==> config.mk <==
export PLATFORM = sky130hd
export DESIGN_NAME = rgba8_saturating_color_alu_top
export DESIGN_NICKNAME = d
export VERILOG_FILES = /design/src/rtl/core/rgba8_alu_pkg.sv /design/src/rtl/core/rgba8_saturating_color_alu_top.sv /design/src/rtl/core/rgba8_alu_chan.sv
export VERILOG_INCLUDE_DIRS = /design/src /design/src/rtl/core
export SDC_FILE = /design/constraint.sdc
export NUM_CORES = 2
export LEC_CHECK = 0
export ABC_AREA = 1
export BUFFER_PORTS_ARGS = -buffer_cell sky130_fd_sc_hd__buf_2
export CORE_MARGIN = 4
export CORE_UTILIZATION = 60
export CTS_BUF_LIST = sky130_fd_sc_hd__clkbuf_16
export DETAILED_ROUTE_END_ITERATION = 12
export GPL_TIMING_DRIVEN = 0
export HOLD_SLACK_MARGIN = 0.06
export PLACE_DENSITY = 0.77
export RECOVER_POWER = 50
export SYNTH_ARGS = -nofsm -noshare
export SYNTH_HDL_FRONTEND = slang
export SYNTH_SLANG_ARGS = --single-unit
==> constraint.sdc <==
create_clock -name clk -period 9.59 [get_ports clk]
set_input_delay 2.877 -clock clk [delete_from_list [all_inputs] [get_ports clk]]
set_output_delay 2.877 -clock clk [all_outputs]
set_load 0.01 [all_outputs]
==> src/rtl/core/rgba8_saturating_color_alu_top_assert.svh <==
// Assertion macros for the RGBA8 color ALU top level.
`ifndef RGBA8_SATURATING_COLOR_ALU_TOP_ASSERT_SVH
`define RGBA8_SATURATING_COLOR_ALU_TOP_ASSERT_SVH

// Same-cycle implication, sampled on clk and switched off while rst_n is low.
`define RGBA_ASSERT_SAME(lbl, ante, cons, msg) \
  lbl: assert property (@(posedge clk) disable iff (!rst_n) (ante) |-> (cons)) \
    else $error(msg);

// Next-cycle implication, sampled on clk and switched off while rst_n is low.
`define RGBA_ASSERT_NEXT(lbl, ante, cons, msg) \
  lbl: assert property (@(posedge clk) disable iff (!rst_n) (ante) |=> (cons)) \
    else $error(msg);

`endif

==> src/rtl/core/rgba8_alu_pkg.sv <==
// Shared types and constants for the RGBA8 saturating color ALU.
`timescale 1ns / 1ps

package rgba8_alu_pkg;

  localparam int unsigned CHAN_W    = 8;
  localparam int unsigned NUM_CHAN  = 4;
  localparam int unsigned SCALE_W   = 16;
  localparam int unsigned RATIO_W   = 9;
  localparam int unsigned CMD_W     = 3;
  localparam int unsigned IN_DATA_W = 96;
  localparam int unsigned OUT_DATA_W = 32;

  // Bit offsets of the packed input fields.
  localparam int unsigned A_LSB     = 0;
  localparam int unsigned B_LSB     = 32;
  localparam int unsigned SCALE_LSB = 64;
  localparam int unsigned RATIO_LSB = 80;

  localparam logic [CHAN_W-1:0] CHAN_MAX = 8'd255;

  typedef enum logic [CMD_W-1:0] {
    CMD_ADD   = 3'd0,
    CMD_SUB   = 3'd1,
    CMD_MOD   = 3'd2,
    CMD_SCALE = 3'd3,
    CMD_BLEND = 3'd4
  } cmd_t;

  // Per-transaction controls shared by all four channel units.
  typedef struct packed {
    logic [CMD_W-1:0]          cmd;
    logic                      a_full;
    logic                      b_full;
    logic signed [SCALE_W-1:0] scale;
    logic [RATIO_W-1:0]        ratio;
  } chan_ctl_t;

endpackage

==> src/rtl/core/rgba8_saturating_color_alu_top.sv <==
// Top level of the RGBA8 saturating color ALU: input register, channel units, result register.
//
//   Channel  Ports       Payload
//   input    in_t*       tdata: A rgba, B rgba, scale_factor, blend_ratio; tuser: command
//   result   out_t*      tdata: red, green, blue, alpha; tuser: colors_equal
//
// One transaction is accepted per clock while in_tready is high; each accepted transaction
// passes through the input register and the result register around the channel units.
// While a result waits, one more transaction is held in the input register; in_tready
// drops only when both registers are full and out_tready is low.
// rst_n clears both valid flags; payload registers are not reset.
`timescale 1ns / 1ps
`include "rgba8_saturating_color_alu_top_assert.svh"

module rgba8_saturating_color_alu_top (
  input  logic        clk,
  input  logic        rst_n,
  input  logic        in_tvalid,
  output logic        in_tready,
  // a_red, a_green, a_blue, a_alpha, b_red, b_green, b_blue, b_alpha,
  // scale_factor, blend_ratio, zero fill
  input  logic [rgba8_alu_pkg::IN_DATA_W-1:0]  in_tdata,
  // command
  input  logic [rgba8_alu_pkg::CMD_W-1:0]      in_tuser,
  output logic        out_tvalid,
  input  logic        out_tready,
  // out_red, out_green, out_blue, out_alpha
  output logic [rgba8_alu_pkg::OUT_DATA_W-1:0] out_tdata,
  // colors_equal
  output logic [0:0]  out_tuser
);
  import rgba8_alu_pkg::*;

  logic                  s1_valid_r;
  logic                  s1_valid_nxt;
  logic [IN_DATA_W-1:0]  s1_data_r;
  logic [CMD_W-1:0]      s1_cmd_r;
  logic                  s1_go;
  logic                  out_valid_r;
  logic                  out_valid_nxt;
  logic [OUT_DATA_W-1:0] out_data_r;
  logic                  out_eq_r;

  logic [CHAN_W-1:0]     a_ch   [NUM_CHAN];
  logic [CHAN_W-1:0]     b_ch   [NUM_CHAN];
  logic [CHAN_W-1:0]     res_ch [NUM_CHAN];
  logic [OUT_DATA_W-1:0] res_word;
  logic                  eq_w;
  chan_ctl_t             ctl;

  // The input stage moves on whenever the result register is empty or being read.
  assign s1_go     = s1_valid_r && (!out_valid_r || out_tready);
  assign in_tready = !s1_valid_r || s1_go;

  assign s1_valid_nxt  = (in_tvalid && in_tready) ? 1'b1 : (s1_go ? 1'b0 : s1_valid_r);
  assign out_valid_nxt = s1_go ? 1'b1 : (out_tready ? 1'b0 : out_valid_r);

  always_ff @(posedge clk) begin
    if (!rst_n) begin
      s1_valid_r  <= 1'b0;
      out_valid_r <= 1'b0;
    end else begin
      s1_valid_r  <= s1_valid_nxt;
      out_valid_r <= out_valid_nxt;
    end
  end

  always_ff @(posedge clk) begin
    if (in_tvalid && in_tready) begin
      s1_data_r <= in_tdata;
      s1_cmd_r  <= in_tuser;
    end
    if (s1_go) begin
      out_data_r <= res_word;
      out_eq_r   <= eq_w;
    end
  end

  always_comb begin
    for (int i = 0; i < NUM_CHAN; i++) begin
      a_ch[i] = s1_data_r[A_LSB + CHAN_W*i +: CHAN_W];
      b_ch[i] = s1_data_r[B_LSB + CHAN_W*i +: CHAN_W];
    end
  end

  assign eq_w = (s1_data_r[A_LSB +: 32] == s1_data_r[B_LSB +: 32]);

  assign ctl.cmd    = s1_cmd_r;
  assign ctl.a_full = &s1_data_r[A_LSB +: 32];
  assign ctl.b_full = &s1_data_r[B_LSB +: 32];
  assign ctl.scale  = $signed(s1_data_r[SCALE_LSB +: SCALE_W]);
  assign ctl.ratio  = s1_data_r[RATIO_LSB +: RATIO_W];

  for (genvar g = 0; g < NUM_CHAN; g++) begin : g_chan
    rgba8_alu_chan u_chan (
      .a   (a_ch[g]),
      .b   (b_ch[g]),
      .ctl (ctl),
      .res (res_ch[g])
    );
    assign res_word[CHAN_W*g +: CHAN_W] = res_ch[g];
  end

  assign out_tvalid   = out_valid_r;
  assign out_tdata    = out_data_r;
  assign out_tuser[0] = out_eq_r;

  `RGBA_ASSERT_SAME(a_full_stall_blocks_input,
    s1_valid_r && out_valid_r && !out_tready, !in_tready,
    "input accepted while both stages were full and stalled")
  `RGBA_ASSERT_NEXT(a_accept_fills_stage,
    in_tvalid && in_tready, s1_valid_r,
    "accepted transaction did not reach the input register")
  `RGBA_ASSERT_SAME(a_sub_equal_is_zero,
    s1_valid_r && eq_w && (s1_cmd_r == CMD_SUB), res_word == '0,
    "subtract of equal colors gave a nonzero result")
  `RGBA_ASSERT_SAME(a_mod_full_a_gives_b,
    s1_valid_r && ctl.a_full && (s1_cmd_r == CMD_MOD),
    res_word == s1_data_r[B_LSB +: 32],
    "modulate with full A did not return B")

endmodule

==> src/rtl/core/rgba8_alu_chan.sv <==
// One color channel of the ALU: add, subtract, modulate, scale and blend.
`timescale 1ns / 1ps

module rgba8_alu_chan (
  input  logic [7:0]               a,
  input  logic [7:0]               b,
  input  rgba8_alu_pkg::chan_ctl_t ctl,
  output logic [7:0]               res
);
  import rgba8_alu_pkg::*;

  logic [8:0]         add_sum;
  logic [16:0]        mod_prod;
  logic [16:0]        mod_less;
  logic signed [24:0] scl_prod;
  logic [8:0]         blend_w;
  logic [16:0]        blend_ta;
  logic [15:0]        blend_tb;
  logic [8:0]         blend_sum;

  assign add_sum  = {1'b0, a} + {1'b0, b};
  assign mod_prod = {8'd0, {1'b0, a} + 9'd1} * {8'd0, {1'b0, b} + 9'd1};
  assign mod_less = mod_prod - 17'd1;
  assign scl_prod = $signed({16'd0, a}) * 25'(ctl.scale);
  assign blend_w  = 9'd256 - {1'b0, ctl.ratio[7:0]};
  assign blend_ta = {8'd0, a} * {8'd0, blend_w};
  assign blend_tb = {8'd0, b} * {8'd0, ctl.ratio[7:0]};
  // Both truncated terms are at most 255, so the sum fits in nine bits.
  assign blend_sum = {1'b0, blend_ta[15:8]} + {1'b0, blend_tb[15:8]};

  always_comb begin
    res = a;
    case (ctl.cmd)
      CMD_ADD: begin
        res = add_sum[8] ? CHAN_MAX : add_sum[7:0];
      end
      CMD_SUB: begin
        res = (a > b) ? a - b : 8'd0;
      end
      CMD_MOD: begin
        if (ctl.a_full) begin
          res = b;
        end else if (ctl.b_full) begin
          res = a;
        end else begin
          res = mod_less[15:8];
        end
      end
      CMD_SCALE: begin
        // A product at or below zero clamps to zero; the sign is tested on the full product.
        if (scl_prod <= 25'sd0) begin
          res = 8'd0;
        end else if (scl_prod[23:16] != 8'd0) begin
          res = CHAN_MAX;
        end else begin
          res = scl_prod[15:8];
        end
      end
      CMD_BLEND: begin
        if (ctl.ratio == 9'd0) begin
          res = a;
        end else if (ctl.ratio[8]) begin
          res = b;
        end else begin
          res = blend_sum[8] ? CHAN_MAX : blend_sum[7:0];
        end
      end
      default: begin
        res = a;
      end
    endcase
  end

endmodule

# Word level (Yosys, flattened, before mapping)
# Index checks and enable logic that the tools add are counted.
dict set report word_totals {
  output_inout_bits 35
  in_bits 103
  register_bits 127
}
dict set report classes {
  n_lt_le_gt_ge 8
  n_eq_ne 5
  n_addsub 25
  n_mux 44
  mul 16
  n_reduce_logical 16
}
# operator n
set op_table {}
lappend op_table {{8-bit 2-to-1 mux} 36}
lappend op_table {{8-bit case mux with 5 select lines} 4}
lappend op_table {{25-bit by 1-bit less-or-equal comparator with 1-bit output, second input constant} 4}
lappend op_table {{9-bit by 16-bit multiplier with 25-bit output} 4}
lappend op_table {{8-bit by 1-bit adder with 9-bit output, second input constant} 8}
lappend op_table {{8-bit by 8-bit adder with 9-bit output} 8}
lappend op_table {{8-bit by 8-bit multiplier with 16-bit output} 4}
lappend op_table {{8-bit by 9-bit multiplier with 16-bit output} 4}
lappend op_table {{9-bit by 9-bit multiplier with 16-bit output} 4}
lappend op_table {{32-bit AND reduction} 2}
lappend op_table {{16-bit by 1-bit subtractor with 16-bit output, second input constant} 4}
lappend op_table {{32-bit equality test} 1}
lappend op_table {{8-bit > comparator} 4}
lappend op_table {{8-bit nonzero test} 4}
lappend op_table {{8-bit subtractor} 4}
lappend op_table {{9-bit zero test} 1}
lappend op_table {{9-bit by 8-bit subtractor with 9-bit output, first input constant} 1}
lappend op_table {{3-bit by 2-bit equality test with 1-bit output, second input constant} 2}
lappend op_table {{1-bit 2-to-1 mux} 4}
lappend op_table {{2-bit nonzero test} 2}
lappend op_table {{3-bit by 1-bit equality test with 1-bit output, second input constant} 1}
lappend op_table {{3-bit equality test, second input constant} 1}
lappend op_table {{3-bit zero test} 1}
lappend op_table {{1-bit logical AND} 2}
lappend op_table {{2 further kinds} 4}

# Longest topological paths before layout
dict set report logic_depth {
  depth_word 7
  depth_mapped 40
}

# Hierarchy
# From an unflattened synthesis, not the netlist that was laid out.
dict set report hier_totals {
  hier_cells 9026
  area_unflattened_um2 62502.4
}
# module area_per_inst_um2 seq_area_each_um2 cells_per_inst n_inst
set by_module_without_submodules {}
lappend by_module_without_submodules {{rgba8_alu_chan at g_chan[1].u_chan} 14549.0 0.0 2192 1}
lappend by_module_without_submodules {{rgba8_alu_chan at g_chan[0].u_chan} 14523.9 0.0 2170 1}
lappend by_module_without_submodules {{rgba8_alu_chan at g_chan[2].u_chan} 14402.6 0.0 2166 1}
lappend by_module_without_submodules {{rgba8_alu_chan at g_chan[3].u_chan} 14390.1 0.0 2163 1}
lappend by_module_without_submodules {rgba8_saturating_color_alu_top 4636.9 3793.6 335 1}

# Least setup slack after synthesis
# OpenSTA, ideal clock, no wires.
dict set report synth_path {
  path_type {reg2reg}
  from {register s1_data_r[81]}
  to {register out_data_r[30], in the netlist out_tdata[30], data pin}
  path_slack_ns 2.864
  path_stages_with_launch 36
  setup_ns 0.253
  arrival_ns 6.473
  period_less_slack_ns 6.726
  path_cell_list {edfxtp_1 -> buf_2 -> nor3_1 -> inv_1 -> or2_2 -> nor3_2 -> inv_1 -> nand2_1 -> buf_2 -> nor2_1 -> fa_1 -> fa_1 -> fa_1 -> inv_1 -> fa_1 -> inv_1 -> ha_1 -> nand2_1 -> nor2_1 -> a211oi_1 -> o21ai_0 -> a21boi_0 -> inv_1 -> a31oi_1 -> xor2_1 -> ha_1 -> a21oi_1 -> o31ai_1 -> a21oi_1 -> nand4_1 -> nand3_1 -> inv_1 -> nor2_1 -> nand2_1 -> nor2_1 -> nor2_1}
}
dict set report synth_via {
  elab_chain_cells 7
  word_cells_on_any_way 9
  classes_between {add/sub (2); mul (2); mux (4); reduce/logical (1)}
}
# element line_no
set synth_rtl {}
lappend synth_rtl {{from (decl)} rgba8_saturating_color_alu_top.sv:36} ;# logic [IN_DATA_W-1:0] s1_data_r;
lappend synth_rtl {{from (signal assigned)} rgba8_saturating_color_alu_top.sv:70} ;# s1_data_r <= in_tdata;
lappend synth_rtl {{9-bit by 8-bit subtractor with 9-bit output} rgba8_alu_chan.sv:25} ;# assign blend_w = 9'd256 - {1'b0, ctl.ratio[7:0]};
lappend synth_rtl {{8-bit by 9-bit multiplier with 16-bit output} rgba8_alu_chan.sv:26} ;# assign blend_ta = {8'd0, a} * {8'd0, blend_w};
lappend synth_rtl {{8-bit by 8-bit adder with 9-bit output} rgba8_alu_chan.sv:29} ;# assign blend_sum = {1'b0, blend_ta[15:8]} + {1'b0, blend_tb[15:8]};
lappend synth_rtl {{8-bit 2-to-1 mux} rgba8_alu_chan.sv:65} ;# res = blend_sum[8] ? CHAN_MAX : blend_sum[7:0];
lappend synth_rtl {{8-bit 2-to-1 mux} rgba8_alu_chan.sv:62} ;# end else if (ctl.ratio[8]) begin
lappend synth_rtl {{8-bit 2-to-1 mux *} rgba8_alu_chan.sv:60} ;# if (ctl.ratio == 9'd0) begin
lappend synth_rtl {{8-bit case mux with 5 select lines *} rgba8_alu_chan.sv:33} ;# case (ctl.cmd)
lappend synth_rtl {{via g_chan[3].u_chan.res[6]} rgba8_alu_chan.sv:8} ;# output logic [7:0] res
lappend synth_rtl {{to (signal assigned)} rgba8_saturating_color_alu_top.sv:74} ;# out_data_r <= res_word;
lappend synth_rtl {{to (decl)} rgba8_saturating_color_alu_top.sv:41} ;# logic [OUT_DATA_W-1:0] out_data_r;
# The timed path passes the listed nets; every way through them passes the cells marked *.
# A chain may end at the register's enable or synchronous reset.

# Final worst setup path
dict set report layout_path {
  from {register s1_data_r[80]}
  to {register out_data_r[31], in the netlist out_tdata[31], data pin}
}
# Same word-level chain as after synthesis.

==> results by group <==
Timing
  • Final max-slew violation count: 60
  • Fmax achieved: approximately 110 MHz
  • Setup TNS: 0 ps
  • Fin crit share: 0.958
  • Fin. Hold Viols: 0
  • # setup viols final: 0
  • Fin crit period: 9190 ps
  • Slew Limit Headroom: -0.211
  • Skew final: 28.1 ps
  • Worst-margin pin slew: 1810 ps
  • RSZ-0062 raised after global routing: false

Die
  • Die W: 326 um
  • Initial Util: 0.606
  • Num ports: around 140
  • Number of core rows: between 100 and 150
  • Die Y: 326 um
  • Core Box Area: 100,000 um^2
  • Die area: 106,000 um^2

Synthesis
  • Synth cell types: 56
  • Area fraction of the dominant cell type after synthesis: 0.306
  • Top post-synthesis cells by area: fa_1, ha_1, inv_1
  • Ys async rst share: 0
  • Syn Inst Count: between 8,000 and 9,000
  • Post-synth net total: around 11,000
  • Largest area contributor in the netlist: fa_1
  • Count leader, synth: inv_1
  • Number of synthesized flops with an enable pin: 125
  • Synth cell count leaders: inv_1, nand2_1, fa_1, ha_1, nor2_1
  • Syn. warnings: 0
  • Avg Cell Area, Syn: 6.95 um^2
  • Netlist Area Pre-Place: 60,800 um^2
  • Ys flop type: edfxtp_1
  • Seq/Total Area, Yosys: 0.0624
  • #FFs+latches synth: 127

Drt
  • Remaining DRCs: 0
  • ANT nets after route: 0
  • DR WL/cell: 19.5 um
  • Drt initial violations: 5,502
  • Via Count: 56,900
  • Total Routed Length: 201,000 um
  • DR pass1 iterations: 6
  • Via/cell ratio: about 5.5

Placed design
  • Hpwl dp: 168,000 um
  • Final GP Congestion: 1.01
  • Placed cells: between 10,000 and 15,000
  • I/O Buffers: 130

Cells and area
  • Layout cell share with drive strength beyond 1: 0.0320
  • Final net count: 10,700
  • P&R area growth vs syn: 4.98%
  • Post-Layout Cell Count: 10,300

CTS
  • CTS tree: built
  • Clock tree root driver cell: clkbuf_16
  • CTS buffer count: 17
  • H-tree Lvls: 4
  • Latest clock arrival within the worst-skew pair: 550 ps
  • CTS clk-pin slew, worst paths: 60 ps
  • Bufs on Longest Clock Path: 2
  • Total clock sinks: 127

GRT
  • Initial antenna violation count: 5
  • Total Routing Usage GR: 0.379
  • Total gr overflow: 0
  • Largest net degree at the start of global routing: 70
  • Vias in the first global route: about 57,000
  • First-pass GRT wire length: roughly 310,000 um

Min path
  • Worst hold path type: flop to flop

Worst setup path
  • Crit path required time: 9840 ps
  • Kind of cell adding the most delay to the critical path: adder cells
  • CP bufs+invs: 7
  • Crit path kind: flop to flop
  • Slowest cell delay on critical path: ~520 ps
  • Most numerous cell on the critical path: nand2_1
  • Arrival time worst endpoint: 9440 ps
  • Critical Path Sink Type: flop
  • Slowest CP cell: fa_1
  • Reg2Reg Setup Slack: 400 ps
  • Critical path startpoint category: flop
  • Crit-path max FO: 10

Run status
  • Outcome: complete, but fails checks
  • Violated checks: max-capacitance violations, max-slew violations

Power and ir drop
  • Worst VDD drop: 279 uV
  • Pwr Density: approximately 300 nW/um^2
  • Leakage: 0.0382 uW

Job
  • Max Cap Violations: 3
-- per-stage QoR --
stage	hold slack, ps	setup WS [ps]	util	area [um^2]	total power, uW
after CTS	531	424	0.636	63800	18900
after floorplan	447	2860	-	60800	13900
after global placement	453	557	0.629	63100	17700
after global routing	505	91.7	0.636	63800	21500
after detailed placement	520	448	0.630	63200	18000
final	472	404	0.636	63800	19200
-- layout by cell type (no fill, tap or decap), types with 125 or more instances in the layout --
cell type | synthesis | final
nand2_1 | 2287 | 2287
clkbuf_1 | 201 | 204
inv_1 | 2334 | 2333
edfxtp_1 | 125 | 125
fa_1 | 928 | 928
a21oi_1 | 249 | 249
nor2_1 | 696 | 696
o21ai_0 | 135 | 134
nand3_1 | 300 | 300
buf_2 | 44 | 170
ha_1 | 733 | 733
nand4_1 | 177 | 177
-- cell families (layout without fill, tap and decap cells) --
family / after synthesis / in the layout / synth area share
and+or+nand+nor: 3609 / 3609 / 0.243
buffers and inverters: 2644 / 2811 / 0.165
adders and majority gates: 1661 / 1661 / 0.457
AOI/OAI and AO/OA: 535 / 535 / 0.0501
xor gates and xnor gates: 163 / 163 / 0.0235
DFF: 127 / 127 / 0.0624
other: 0 / 1 / 0
-- where the power goes --
| group | switching (uW) | internal [uW] | total, uW | leakage [uW] |
|---|---|---|---|---|
| Clock | 332 | 405 | 737 | 0.000283 |
| Combinational | 11300 | 6400 | 17700 | 0.0367 |
| Sequential | 56.7 | 686 | 742 | 0.00123 |
-- flip-flops by register name, summed over array words and instances, names as in the netlist --
| register | flops |
|---|---|
| s1_cmd_r | 3 |
| s1_valid_r | 1 |
| out_tvalid | 1 |
| out_tdata | 32 |
| s1_data_r | 89 |
| out_tuser | 1 |
-- layout make-up --
class | count | area [um^2]
antenna | 1 | 2.50
timing repair buffer | 136 | 711
tap | 1357 | 1700
multi-input combinational | 5968 | 47000
clock inverter | 14 | 166
clock buffer | 17 | 425
buffer | 282 | 1140
inverter | 2362 | 8870
fill | 9203 | 36500
sequential | 127 | 3790
-- what timing repair did --
item                                    4_1_cts  5_1_grt
hold buffers                                  0        0
setup buffers                                 0        3
resized for setup                             0        8
endpoints found under the setup margin        0       16
-- tightest hold or removal path, cell delays in order, from the launching register on --
cell     delay (ps)
dfxtp_1         310
inv_1            60
a21oi_1          60
-- path summary, 6_finish.rpt --
| kind | end | depth (start not counted) | start |
|---|---|---|---|
| setup / recovery | out_tdata[31] | 34 | s1_data_r[80] |
| hold / removal | out_tvalid | 2 | s1_valid_r |
| setup reg to reg | out_tdata[31] | 34 | s1_data_r[80] |
| hold reg to reg | out_tvalid | 2 | s1_valid_r |
-- metal layers --
layer,track usage,share of wire,vias up
met5,0.00272,0.000060,-
li1,-,-,26300
met2,0.593,0.44,2873
met1,0.480,0.38,27100
met3,0.0979,0.11,649
met4,0.210,0.064,2
Note: power is estimated with default switching activity, not from simulation.
